## config.mk

```make
export PLATFORM = sky130hd
export DESIGN_NAME = stbs_ctrl_flat
export DESIGN_NICKNAME = d
export VERILOG_FILES = /design/src/stbs_pkg.sv /design/src/stbs_in_if.sv /design/src/stbs_out_if.sv /design/src/stbs_cfg_if.sv /design/src/stbs_ctrl.sv /design/src/flat_wrapper.sv
export SDC_FILE = /design/constraint.sdc
export NUM_CORES = 1
export LEC_CHECK = 0
export ABC_AREA = 1
export ABC_CLOCK_PERIOD_IN_PS = 6200
export BUFFER_PORTS_ARGS = -buffer_cell sky130_fd_sc_hd__buf_2
export CAP_MARGIN = 20
export CORE_ASPECT_RATIO = 1.25
export CORE_MARGIN = 2
export CORE_UTILIZATION = 35
export DETAILED_ROUTE_END_ITERATION = 10
export HOLD_SLACK_MARGIN = 0.15
export PLACE_DENSITY_LB_ADDON = 0.25
export SYNTH_ARGS = -nofsm -noshare
export SYNTH_HDL_FRONTEND = slang
export SYNTH_SLANG_ARGS = --single-unit
```

## constraint.sdc

```tcl
create_clock -name i_clk -period 6.2 [get_ports i_clk]
set_clock_uncertainty 0.2 [all_clocks]
set_input_delay 1.24 -clock i_clk [delete_from_list [all_inputs] [get_ports i_clk]]
set_output_delay 1.24 -clock i_clk [all_outputs]
set_load 0.02 [all_outputs]
```

## src/stbs_pkg.sv

```systemverilog
package stbs_pkg;

    localparam int CMD_W   = 1;
    localparam int IDX_W   = 10;
    localparam int VAL_W   = 32;
    localparam int CNT_W   = 4;
    localparam int CFG_W   = 11;

    localparam logic [CMD_W-1:0] CMD_LOAD   = 1'b0;
    localparam logic [CMD_W-1:0] CMD_SEARCH = 1'b1;

    typedef struct packed {
        logic             found;
        logic [IDX_W-1:0] match_index;
        logic [CNT_W-1:0] probe_count;
    } t_result;

endpackage

```

## src/stbs_in_if.sv

```systemverilog
interface stbs_in_if;
    logic                               valid;
    logic                               ready;
    logic [stbs_pkg::CMD_W-1:0]         command;
    logic [stbs_pkg::IDX_W-1:0]         entry_index;
    logic signed [stbs_pkg::VAL_W-1:0]  item_value;

    modport source (output valid, output command, output entry_index, output item_value,
                    input ready);
    modport sink   (input valid, input command, input entry_index, input item_value,
                    output ready);
endinterface

```

## src/stbs_out_if.sv

```systemverilog
interface stbs_out_if;
    logic                        valid;
    logic                        ready;
    logic                        found;
    logic [stbs_pkg::IDX_W-1:0]  match_index;
    logic [stbs_pkg::CNT_W-1:0]  probe_count;

    modport source (output valid, output found, output match_index, output probe_count,
                    input ready);
    modport sink   (input valid, input found, input match_index, input probe_count,
                    output ready);
endinterface

```

## src/stbs_cfg_if.sv

```systemverilog
interface stbs_cfg_if;
    logic                        valid;
    logic                        ready;
    logic [stbs_pkg::CFG_W-1:0]  data;

    modport source (output valid, output data, input ready);
    modport sink   (input valid, input data, output ready);
endinterface

```

## src/stbs_ctrl.sv

```systemverilog
module stbs_ctrl #(
    parameter int TABLE_DEPTH = 1024,
    parameter int AW          = 10
) (
    input  logic                              i_clk,
    input  logic                              i_rst_n,
    stbs_in_if.sink                           i_in,
    stbs_out_if.source                        o_res,
    stbs_cfg_if.sink                          i_cfg,
    output logic                              o_we,
    output logic [AW-1:0]                     o_waddr,
    output logic signed [stbs_pkg::VAL_W-1:0] o_wdata,
    output logic                              o_re,
    output logic [AW-1:0]                     o_raddr,
    input  logic signed [stbs_pkg::VAL_W-1:0] i_rdata
);
    import stbs_pkg::*;

    localparam int NW = $clog2(TABLE_DEPTH + 1);
    localparam int CW = (NW > CFG_W) ? NW : CFG_W;

    typedef enum logic [1:0] {
        S_IDLE,
        S_START,
        S_PROBE,
        S_DONE
    } t_state;

    t_state                  r_state, n_state;
    logic [CFG_W-1:0]        r_entries;
    logic signed [VAL_W-1:0] r_key, n_key;
    logic [NW-1:0]           r_lo, n_lo;
    logic [NW-1:0]           r_hip1, n_hip1;
    logic [NW-1:0]           r_mid, n_mid;
    logic [CNT_W-1:0]        r_cnt, n_cnt;
    t_result                 r_res, n_res;
    logic                    r_out_valid, n_out_valid;
    t_result                 r_out, n_out;

    logic                    in_take;
    logic                    out_free;
    logic [CW-1:0]           sat_n;
    logic [NW-1:0]           lo_a, hip1_a;
    logic [NW:0]             mid_sum;
    logic [NW-1:0]           mid_a;
    logic [CNT_W-1:0]        cnt_p1;

    assign i_cfg.ready = 1'b1;
    assign i_in.ready  = (r_state == S_IDLE);
    assign in_take     = i_in.valid && (r_state == S_IDLE);
    assign out_free    = !r_out_valid || o_res.ready;
    assign cnt_p1      = r_cnt + CNT_W'(1);

    assign sat_n = (CW'(r_entries) > CW'(TABLE_DEPTH)) ? CW'(TABLE_DEPTH) : CW'(r_entries);

    // table write for load beats, taken on the accept edge
    assign o_we    = in_take && (i_in.command == CMD_LOAD)
                     && (32'(i_in.entry_index) < 32'(TABLE_DEPTH));
    assign o_waddr = AW'(i_in.entry_index);
    assign o_wdata = i_in.item_value;

    // bounds for the next probe: current ones in S_START, updated ones in S_PROBE
    always_comb begin
        lo_a   = r_lo;
        hip1_a = r_hip1;
        if (r_state == S_PROBE) begin
            if (i_rdata < r_key) begin
                lo_a = r_mid + NW'(1);
            end else begin
                hip1_a = r_mid;
            end
        end
    end

    assign mid_sum = {1'b0, lo_a} + {1'b0, hip1_a} - (NW+1)'(1);
    assign mid_a   = mid_sum[NW:1];
    assign o_raddr = AW'(mid_a);

    always_comb begin
        n_state     = r_state;
        n_key       = r_key;
        n_lo        = r_lo;
        n_hip1      = r_hip1;
        n_mid       = r_mid;
        n_cnt       = r_cnt;
        n_res       = r_res;
        n_out_valid = r_out_valid;
        n_out       = r_out;
        o_re        = 1'b0;

        if (r_out_valid && o_res.ready) begin
            n_out_valid = 1'b0;
        end

        case (r_state)
            S_IDLE: begin
                if (in_take && (i_in.command == CMD_SEARCH)) begin
                    n_key   = i_in.item_value;
                    n_lo    = '0;
                    n_hip1  = NW'(sat_n);
                    n_cnt   = '0;
                    n_state = S_START;
                end
            end
            S_START: begin
                if (lo_a < hip1_a) begin
                    o_re    = 1'b1;
                    n_mid   = mid_a;
                    n_state = S_PROBE;
                end else begin
                    n_res   = '{found: 1'b0, match_index: '0, probe_count: cnt_p1};
                    n_state = S_DONE;
                end
            end
            S_PROBE: begin
                n_cnt = cnt_p1;
                if (i_rdata == r_key) begin
                    n_res   = '{found: 1'b1, match_index: IDX_W'(r_mid), probe_count: cnt_p1};
                    n_state = S_DONE;
                end else if (lo_a < hip1_a) begin
                    o_re   = 1'b1;
                    n_lo   = lo_a;
                    n_hip1 = hip1_a;
                    n_mid  = mid_a;
                end else begin
                    n_res   = '{found: 1'b0, match_index: '0,
                                probe_count: cnt_p1 + CNT_W'(1)};
                    n_state = S_DONE;
                end
            end
            S_DONE: begin
                if (out_free) begin
                    n_out       = r_res;
                    n_out_valid = 1'b1;
                    n_state     = S_IDLE;
                end
            end
            default: begin
                n_state = S_IDLE;
            end
        endcase
    end

    always_ff @(posedge i_clk) begin
        if (!i_rst_n) begin
            r_state     <= S_IDLE;
            r_entries   <= '0;
            r_out_valid <= 1'b0;
        end else begin
            r_state     <= n_state;
            r_out_valid <= n_out_valid;
            if (i_cfg.valid) begin
                r_entries <= i_cfg.data;
            end
        end
        r_key  <= n_key;
        r_lo   <= n_lo;
        r_hip1 <= n_hip1;
        r_mid  <= n_mid;
        r_cnt  <= n_cnt;
        r_res  <= n_res;
        r_out  <= n_out;
    end

    assign o_res.valid       = r_out_valid;
    assign o_res.found       = r_out.found;
    assign o_res.match_index = r_out.match_index;
    assign o_res.probe_count = r_out.probe_count;

endmodule

```

## src/flat_wrapper.sv

```systemverilog
// flat-port wrapper written by rule: the top's interface ports become plain ports
module stbs_ctrl_flat import stbs_pkg::*;
#(
    parameter int TABLE_DEPTH = 1024,
    parameter int AW          = 10
)
  (i_clk, i_rst_n, o_we, o_waddr, o_wdata, o_re, o_raddr, i_rdata, i_in_valid, i_in_command, i_in_entry_index, i_in_item_value, i_in_ready, o_res_valid, o_res_found, o_res_match_index, o_res_probe_count, o_res_ready, i_cfg_valid, i_cfg_data, i_cfg_ready);
  stbs_in_if i_in_i ();
  stbs_out_if o_res_i ();
  stbs_cfg_if i_cfg_i ();
  input  logic i_clk;
  input  logic i_rst_n;
  output logic o_we;
  output logic [AW-1:0] o_waddr;
  output logic signed [stbs_pkg::VAL_W-1:0] o_wdata;
  output logic o_re;
  output logic [AW-1:0] o_raddr;
  input  logic signed [stbs_pkg::VAL_W-1:0] i_rdata;
  input wire logic [$bits(i_in_i.valid)-1:0] i_in_valid;
  input wire logic [$bits(i_in_i.command)-1:0] i_in_command;
  input wire logic [$bits(i_in_i.entry_index)-1:0] i_in_entry_index;
  input wire logic [$bits(i_in_i.item_value)-1:0] i_in_item_value;
  output wire logic [$bits(i_in_i.ready)-1:0] i_in_ready;
  output wire logic [$bits(o_res_i.valid)-1:0] o_res_valid;
  output wire logic [$bits(o_res_i.found)-1:0] o_res_found;
  output wire logic [$bits(o_res_i.match_index)-1:0] o_res_match_index;
  output wire logic [$bits(o_res_i.probe_count)-1:0] o_res_probe_count;
  input wire logic [$bits(o_res_i.ready)-1:0] o_res_ready;
  input wire logic [$bits(i_cfg_i.valid)-1:0] i_cfg_valid;
  input wire logic [$bits(i_cfg_i.data)-1:0] i_cfg_data;
  output wire logic [$bits(i_cfg_i.ready)-1:0] i_cfg_ready;
  assign i_in_i.valid = i_in_valid;
  assign i_in_i.command = i_in_command;
  assign i_in_i.entry_index = i_in_entry_index;
  assign i_in_i.item_value = i_in_item_value;
  assign i_in_ready = i_in_i.ready;
  assign o_res_valid = o_res_i.valid;
  assign o_res_found = o_res_i.found;
  assign o_res_match_index = o_res_i.match_index;
  assign o_res_probe_count = o_res_i.probe_count;
  assign o_res_i.ready = o_res_ready;
  assign i_cfg_i.valid = i_cfg_valid;
  assign i_cfg_i.data = i_cfg_data;
  assign i_cfg_ready = i_cfg_i.ready;
  stbs_ctrl #(.TABLE_DEPTH(TABLE_DEPTH), .AW(AW)) u_core (.i_clk(i_clk), .i_rst_n(i_rst_n), .i_in(i_in_i), .o_res(o_res_i), .i_cfg(i_cfg_i), .o_we(o_we), .o_waddr(o_waddr), .o_wdata(o_wdata), .o_re(o_re), .o_raddr(o_raddr), .i_rdata(i_rdata));
endmodule
```

==> run summary, run 1 <==
Bufs and invs on worst path -> 5
Count of cell types in the netlist -> 37
Average routed wire per standard cell -> 14.0 µm
CTS sink cnt -> 113
Post-synthesis xor/xnor area fraction -> 0.0197
Synth warn -> 0
Internal power -> 2.93 mW
Min-delay worst type -> reg2reg
Switch Pwr -> 1.87 mW
Number of H-tree levels -> 4
Via count -> 5,315
Net Sw Frac -> 0.390
Final GP Congestion -> 0.818
Detailed placement HPWL -> 10,700 µm
Fin crit period -> 6300 ps
Status -> finished, violations left
Achievable Freq -> 159 MHz
Worst path slowest cell -> ha_4
Mux contribution to synthesized area -> 0
Top post-synthesis cells by count -> inv_1, nand2_1, edfxtp_1
Max VDD drop -> 0.336 mV
Die Y -> 158 µm
Crit path max fanout -> 5
PortBufs -> 141
Max-Cap Viols -> 0
Area leader, netlist -> edfxtp_1
Core area -> 18,700 µm²
I/O pin count -> 163
Syn Std Cell Area -> 6670 µm²
Count leader, synth -> inv_1
Antenna viol nets, final -> 0
First-pass GRT wire length -> 24,300 µm
Initial core utilization -> 0.357
Area delta synth->final -> 45.0%
WP depth -> 28
Simple-gate share of the synthesized area -> 0.142
End point of the critical path -> o_raddr[9]
Top_reg_cell synth -> edfxtp_1
Sequential fraction of design power -> 0.248
Post-Syn Nets -> 868
CTS buffer count -> 17
Residual DRC -> 0
Max clock buf depth -> 2
Root Driver -> clkbuf_16
Worst slew pin tran -> 692 ps
Share of layout cells above drive strength 1 -> 0.445
Post-layout nets -> 1,073
Synth top area cells -> edfxtp_1, ha_1, inv_1, nand2_1, buf_4
Reg-to-Reg End -> u_core.r_hip1[3]
Crit end category -> output port
Synth top area share -> 0.445
Min Hold Slack -> 216 ps
GRT overflow -> 0
CP Launch Type -> primary input
Number of synthesized flops with an enable pin -> 99
Worst skew pair latency -> 410 ps
R2r setup slk -> 570 ps
Die ar. -> 20,200 µm²
Drt initial violations -> 244
Worst R2R Start -> u_core.r_key[22]
CP max stage delay -> 260 ps
Largest net degree at the start of global routing -> 33
Antenna violations before repair -> 0
Req. time, crit path -> 4760 ps
Seq/Total Area, Yosys -> 0.487
Final setup viols -> 3
RSZ-0062 raised after global routing -> true
P per Cell Area -> 496 nW/µm²
Vias/cell -> 4.61
Rows -> 56
Fin. Hold Viols -> 0
Crit-path leading delay family -> compound AO/OA/AOI/OAI gates
Fill cell count -> 1,659
Vias in the first global route -> 5,142
Mapped Avg Cell Area -> 9.43 µm²
#FFs+latches synth -> 113
Main combinational cell family by area after synthesis -> simple AND/OR/NAND/NOR gates
Setup TNS Final -> -218 ps
ANT cells -> 0
Synth Area in Adders -> 0.130
Clock Power Share -> 0.186
Combinational power share -> 0.565
Type of the worst setup path -> in2out
CTS tree -> yes
Violated checks -> setup timing
Syn Inst Count -> 708
Setup slack after layout -> -103 ps
Overall power -> 4.80 mW
Worst reg2reg path depth -> 42
Reg clk slew, reported paths -> 50 ps
Final worst-path cycle share -> 1.02
Die X -> 128 µm
Async SR Flop Fraction -> 0
Worst setup path startpoint -> i_rdata[25]
Final Max Slew Viols -> 0
Arr. time, crit path -> 4860 ps
Total Routed Length -> 16,200 µm
Leakage power -> 4.37 nW
DRT Pass-1 Iters -> 4
GRT Total Usage -> 0.155
Worst slew margin relative to its limit -> 0.534
Synth Area in Compound Gates -> 0.0885
==> layer usage <==
layer | routed length (µm) | global-route usage
met5 | 0 | 0
met1 | 6740 | 0.182
met4 | 404 | 0.0696
met3 | 744 | 0.0289
met2 | 8300 | 0.274
==> timing repair <==
item / in CTS / in global routing
hold buffers: 0 / 0
gates cloned: 1 / 0
gates resized for setup: 58 / 147
buffers inserted: 36 / 18
pin swaps: 24 / 63
endpoints found under the setup margin: 7 / 9
==> worst min path at each step <==
stage	cells past startpoint	to	slack, ps	start
after floorplan	0	u_core.o_res.found	200	u_core.r_res[14]
after global placement	0	u_core.o_res.probe_count[3]	200	u_core.r_res[3]
after detailed placement	0	u_core.o_res.probe_count[1]	210	u_core.r_res[1]
after CTS	0	u_core.o_res.probe_count[2]	220	u_core.r_res[2]
after global routing	0	u_core.o_res.match_index[4]	220	u_core.r_res[8]
final	0	u_core.o_res.found	220	u_core.r_res[14]
==> power groups by stage <==
stage          registers (mW)  logic (mW)  clock network (mW)
4_1_cts                  1.18        2.20               0.916
2_1_floorplan            1.18        1.34                   0
3_5_place_dp             1.20        1.93                   0
5_1_grt                  1.21        2.94               0.943
6_report                 1.19        2.71               0.893
3_3_place_gp             1.19        1.92                   0
==> stage by stage <==
stage / util / cell area (µm²) / setup WS [ps] / instances
after global placement: 0.415 / 7770 / -331 / 1079
final: 0.517 / 9680 / -103 / 1154
after floorplan: - / 6720 / 31.6 / 708
after detailed placement: 0.415 / 7770 / -417 / 1079
after global routing: 0.517 / 9680 / -318 / 1154
after CTS: 0.474 / 8870 / -112 / 1144
==> sequential cells by signal, indices dropped and copies added (netlist names), 4 cells and up <==
register                  flops
u_core.r_key                 32
u_core.r_entries             11
u_core.r_res                 15
u_core.r_cnt                  4
u_core.r_hip1                11
u_core.o_res.probe_count      4
u_core.r_mid                 11
u_core.o_res.match_index     10
u_core.r_lo                  11
==> cell families after synthesis <==
family,count (synthesis)
compound gates,104
xor+xnor,15
fa+ha+maj,69
buf+inv,179
flops,113
other cells,1
simple gates,227
==> cell usage in the layout (no fill, tap or decap), types with 9 or more instances in the layout <==
master     Yosys  final
a21oi_1       37     20
a21oi_2        1     16
buf_2          2    132
buf_4         53    102
buf_6          0     14
clkbuf_16      0     17
dfxtp_1       14     14
edfxtp_1      99     99
ha_1          68     30
ha_4           0     37
inv_1        112    101
nand2_1      107     86
nand2_2        5     16
nand3_1       24     21
nor2_1        73     66
o21ai_0       39     22
o21ai_1        0      9
==> final cells by class <==
| type | count | area (µm²) | share of cell area |
|---|---|---|---|
| Sequential cell | 113 | 3250 | 0.336 |
| Tap cell | 232 | 290 | 0.0300 |
| Clock buffer | 19 | 433 | 0.0447 |
| Timing Repair Buffer | 251 | 1640 | 0.169 |
| Inverter | 113 | 434 | 0.0449 |
| Clock inverter | 9 | 95.1 | 0.00983 |
| Multi-Input combinational cell | 417 | 3530 | 0.365 |
Note: power is estimated with default switching activity, not from simulation.
==> run 2: changes to the inputs <==
==> constraint.sdc (replaced) <==
create_clock -name i_clk -period 6.2 [get_ports i_clk]
set_clock_uncertainty 0.2 [all_clocks]
set_input_delay 0.31 -clock i_clk [delete_from_list [all_inputs] [get_ports i_clk]]
set_output_delay 0.31 -clock i_clk [all_outputs]
set_load 0.02 [all_outputs]
==> run summary, run 2 (synthesis gave the netlist of run 1 again) <==
Status -> completed (was finished, violations left)
Final GP Congestion -> 0.890 (was 0.818)
Type of the worst setup path -> reg2out (was in2out)
Residual DRC -> 0 (unchanged)
P per Cell Area -> 451 nW/µm² (was 496 nW/µm²)
Max-Cap Viols -> 0 (unchanged)
Most flops, register -> u_core.r_key (unchanged)
Register area -> 3250 µm² (unchanged)
Die X -> 128 µm (unchanged)
Crit-path most repeated cell -> nand2_1
DRT Pass-1 Iters -> 4 (unchanged)
ANT cells -> 0 (unchanged)
CP Launch Type -> register (was primary input)
Fin. Hold Viols -> 0 (unchanged)
Final Max Slew Viols -> 0 (unchanged)
I/O pin count -> 163 (unchanged)
Largest net degree at the start of global routing -> 29 (was 33)
Share of layout cells above drive strength 1 -> 0.215 (was 0.445)
Final setup viols -> 0 (was 3)
Number of H-tree levels -> 4 (unchanged)
Max VDD drop -> 0.216 mV (was 0.336 mV)
Vias/cell -> 4.49 (was 4.61)
Antenna violations before repair -> 0 (unchanged)
Max reg flops -> 32 (unchanged)
Commonest cells after routing, fill and taps aside -> buf_2, inv_1, nand2_1 (was buf_2, buf_4, inv_1)
Vias in the first global route -> 4,837 (was 5,142)
Area delta synth->final -> 27.2% (was 45.0%)
Final worst-path cycle share -> 0.889 (was 1.02)
GRT Total Usage -> 0.147 (was 0.155)
Setup TNS Final -> 0 ps (was -218 ps)
Crit end category -> output port (unchanged)
First-pass GRT wire length -> 22,900 µm (was 24,300 µm)
CTS buffer count -> 17 (unchanged)
CP max stage delay -> 360 ps (was 260 ps)
Initial core utilization -> 0.357 (unchanged)
Req. time, crit path -> 5690 ps (was 4760 ps)
PortBufs -> 141 (unchanged)
Worst slew margin relative to its limit -> 0.495 (was 0.534)
Die ar. -> 20,200 µm² (unchanged)
CTS sink cnt -> 113 (unchanged)
Arr. time, crit path -> 5000 ps (was 4860 ps)
Total Routed Length -> 13,900 µm (was 16,200 µm)
Post-layout nets -> 1,027 (was 1,073)
Root Driver -> clkbuf_16 (unchanged)
Min Hold Slack -> 216 ps (about the same)
Reg clk slew, reported paths -> 50 ps (about the same)
Antenna viol nets, final -> 0 (unchanged)
Largest regs -> u_core.r_key (32), u_core.r_res (15) (unchanged)
Average routed wire per standard cell -> 12.5 µm (was 14.0 µm)
Multi-input logic area -> 2560 µm² (was 3530 µm²)
Fill cell count -> 1,795 (was 1,659)
Crit path max fanout -> 22 (was 5)
GRT overflow -> 0 (unchanged)
Min-delay worst type -> reg2reg (unchanged)
Worst path slowest cell -> edfxtp_1 (was ha_4)
Via count -> 4,983 (was 5,315)
Rows -> 56 (unchanged)
Leakage power -> 3.98 nW (was 4.37 nW)
CTS tree -> yes (unchanged)
Fin crit period -> 5510 ps (was 6300 ps)
Achievable Freq -> 181 MHz (was 159 MHz)
Detailed placement HPWL -> 10,300 µm (was 10,700 µm)
Max clock buf depth -> 2 (unchanged)
Worst skew pair latency -> 420 ps (was 410 ps)
RSZ-0062 raised after global routing -> false (was true)
Die Y -> 158 µm (unchanged)
Worst slew pin tran -> 752 ps (was 692 ps)
Drt initial violations -> 217 (was 244)
Core area -> 18,700 µm² (unchanged)
Most common cell after layout, fill and taps aside -> buf_2 (unchanged)
run 2: repair_timing:
item                                    in CTS  in global routing
buffers inserted                             0                  0
resized for setup                            0                  5
hold buffers                                57                  0
endpoints found under the hold margin       46                  0
endpoints found under the setup margin       0                  1
run 2: report_power, final:
part | leakage, nW | internal (mW) | total [mW] | switching, mW
Clock | 0.298 | 0.701 | 1.03 | 0.332
Combinational | 2.64 | 0.548 | 1.62 | 1.07
Sequential | 1.04 | 1.11 | 1.18 | 0.0746
Total | 3.98 | 2.36 | 3.83 | 1.47
run 2: cell type report:
class,count,share of cell area
clock buffer,17,0.0501
clock inverter,14,0.0230
inverter,113,0.0504
multi-input combinational,416,0.302
sequential,113,0.383
tap,232,0.0342
timing repair buffer,206,0.157
run 2: through the flow:
step                      area [µm²]   util  setup slack (ps)  power (mW)  cells
final                           8490  0.454               688        3.83   1111
after global routing            8490  0.454              60.7        4.14   1111
after CTS                       8480  0.453               520        3.88   1111
after detailed placement        7290  0.389               908        2.80   1023
after global placement          7290  0.389               985        2.79   1023
after floorplan                 6670      -              1030        2.49    708
run 2: critical path: cells and delay by family, from the launching register on:
kind	cells	cell delay, ps
flip-flops	1	360
adder cells (fa/ha/maj)	3	900
AND/OR/NAND/NOR	11	1170
XOR/XNOR	1	170
buffers and inverters	3	320
AO/OA/AOI/OAI	9	1660
run 2: worst paths after layout:
kind,slack (ps),startpoint,end,depth (start not counted)
max reg2reg,1300,u_core.r_key[7],u_core.r_mid[10],28
min,220,u_core.r_res[2],u_core.o_res.probe_count[2],0
max,690,u_core.r_key[7],o_raddr[9],27
min reg2reg,220,u_core.r_res[2],u_core.o_res.probe_count[2],0
run 2: per-layer routing:
layer / routed length [µm] / part of all wire / global-route usage
met5: 0 / 0 / 0
met4: 287 / 0.021 / 0.0722
met3: 595 / 0.043 / 0.0302
met2: 6700 / 0.48 / 0.246
met1: 6360 / 0.46 / 0.180
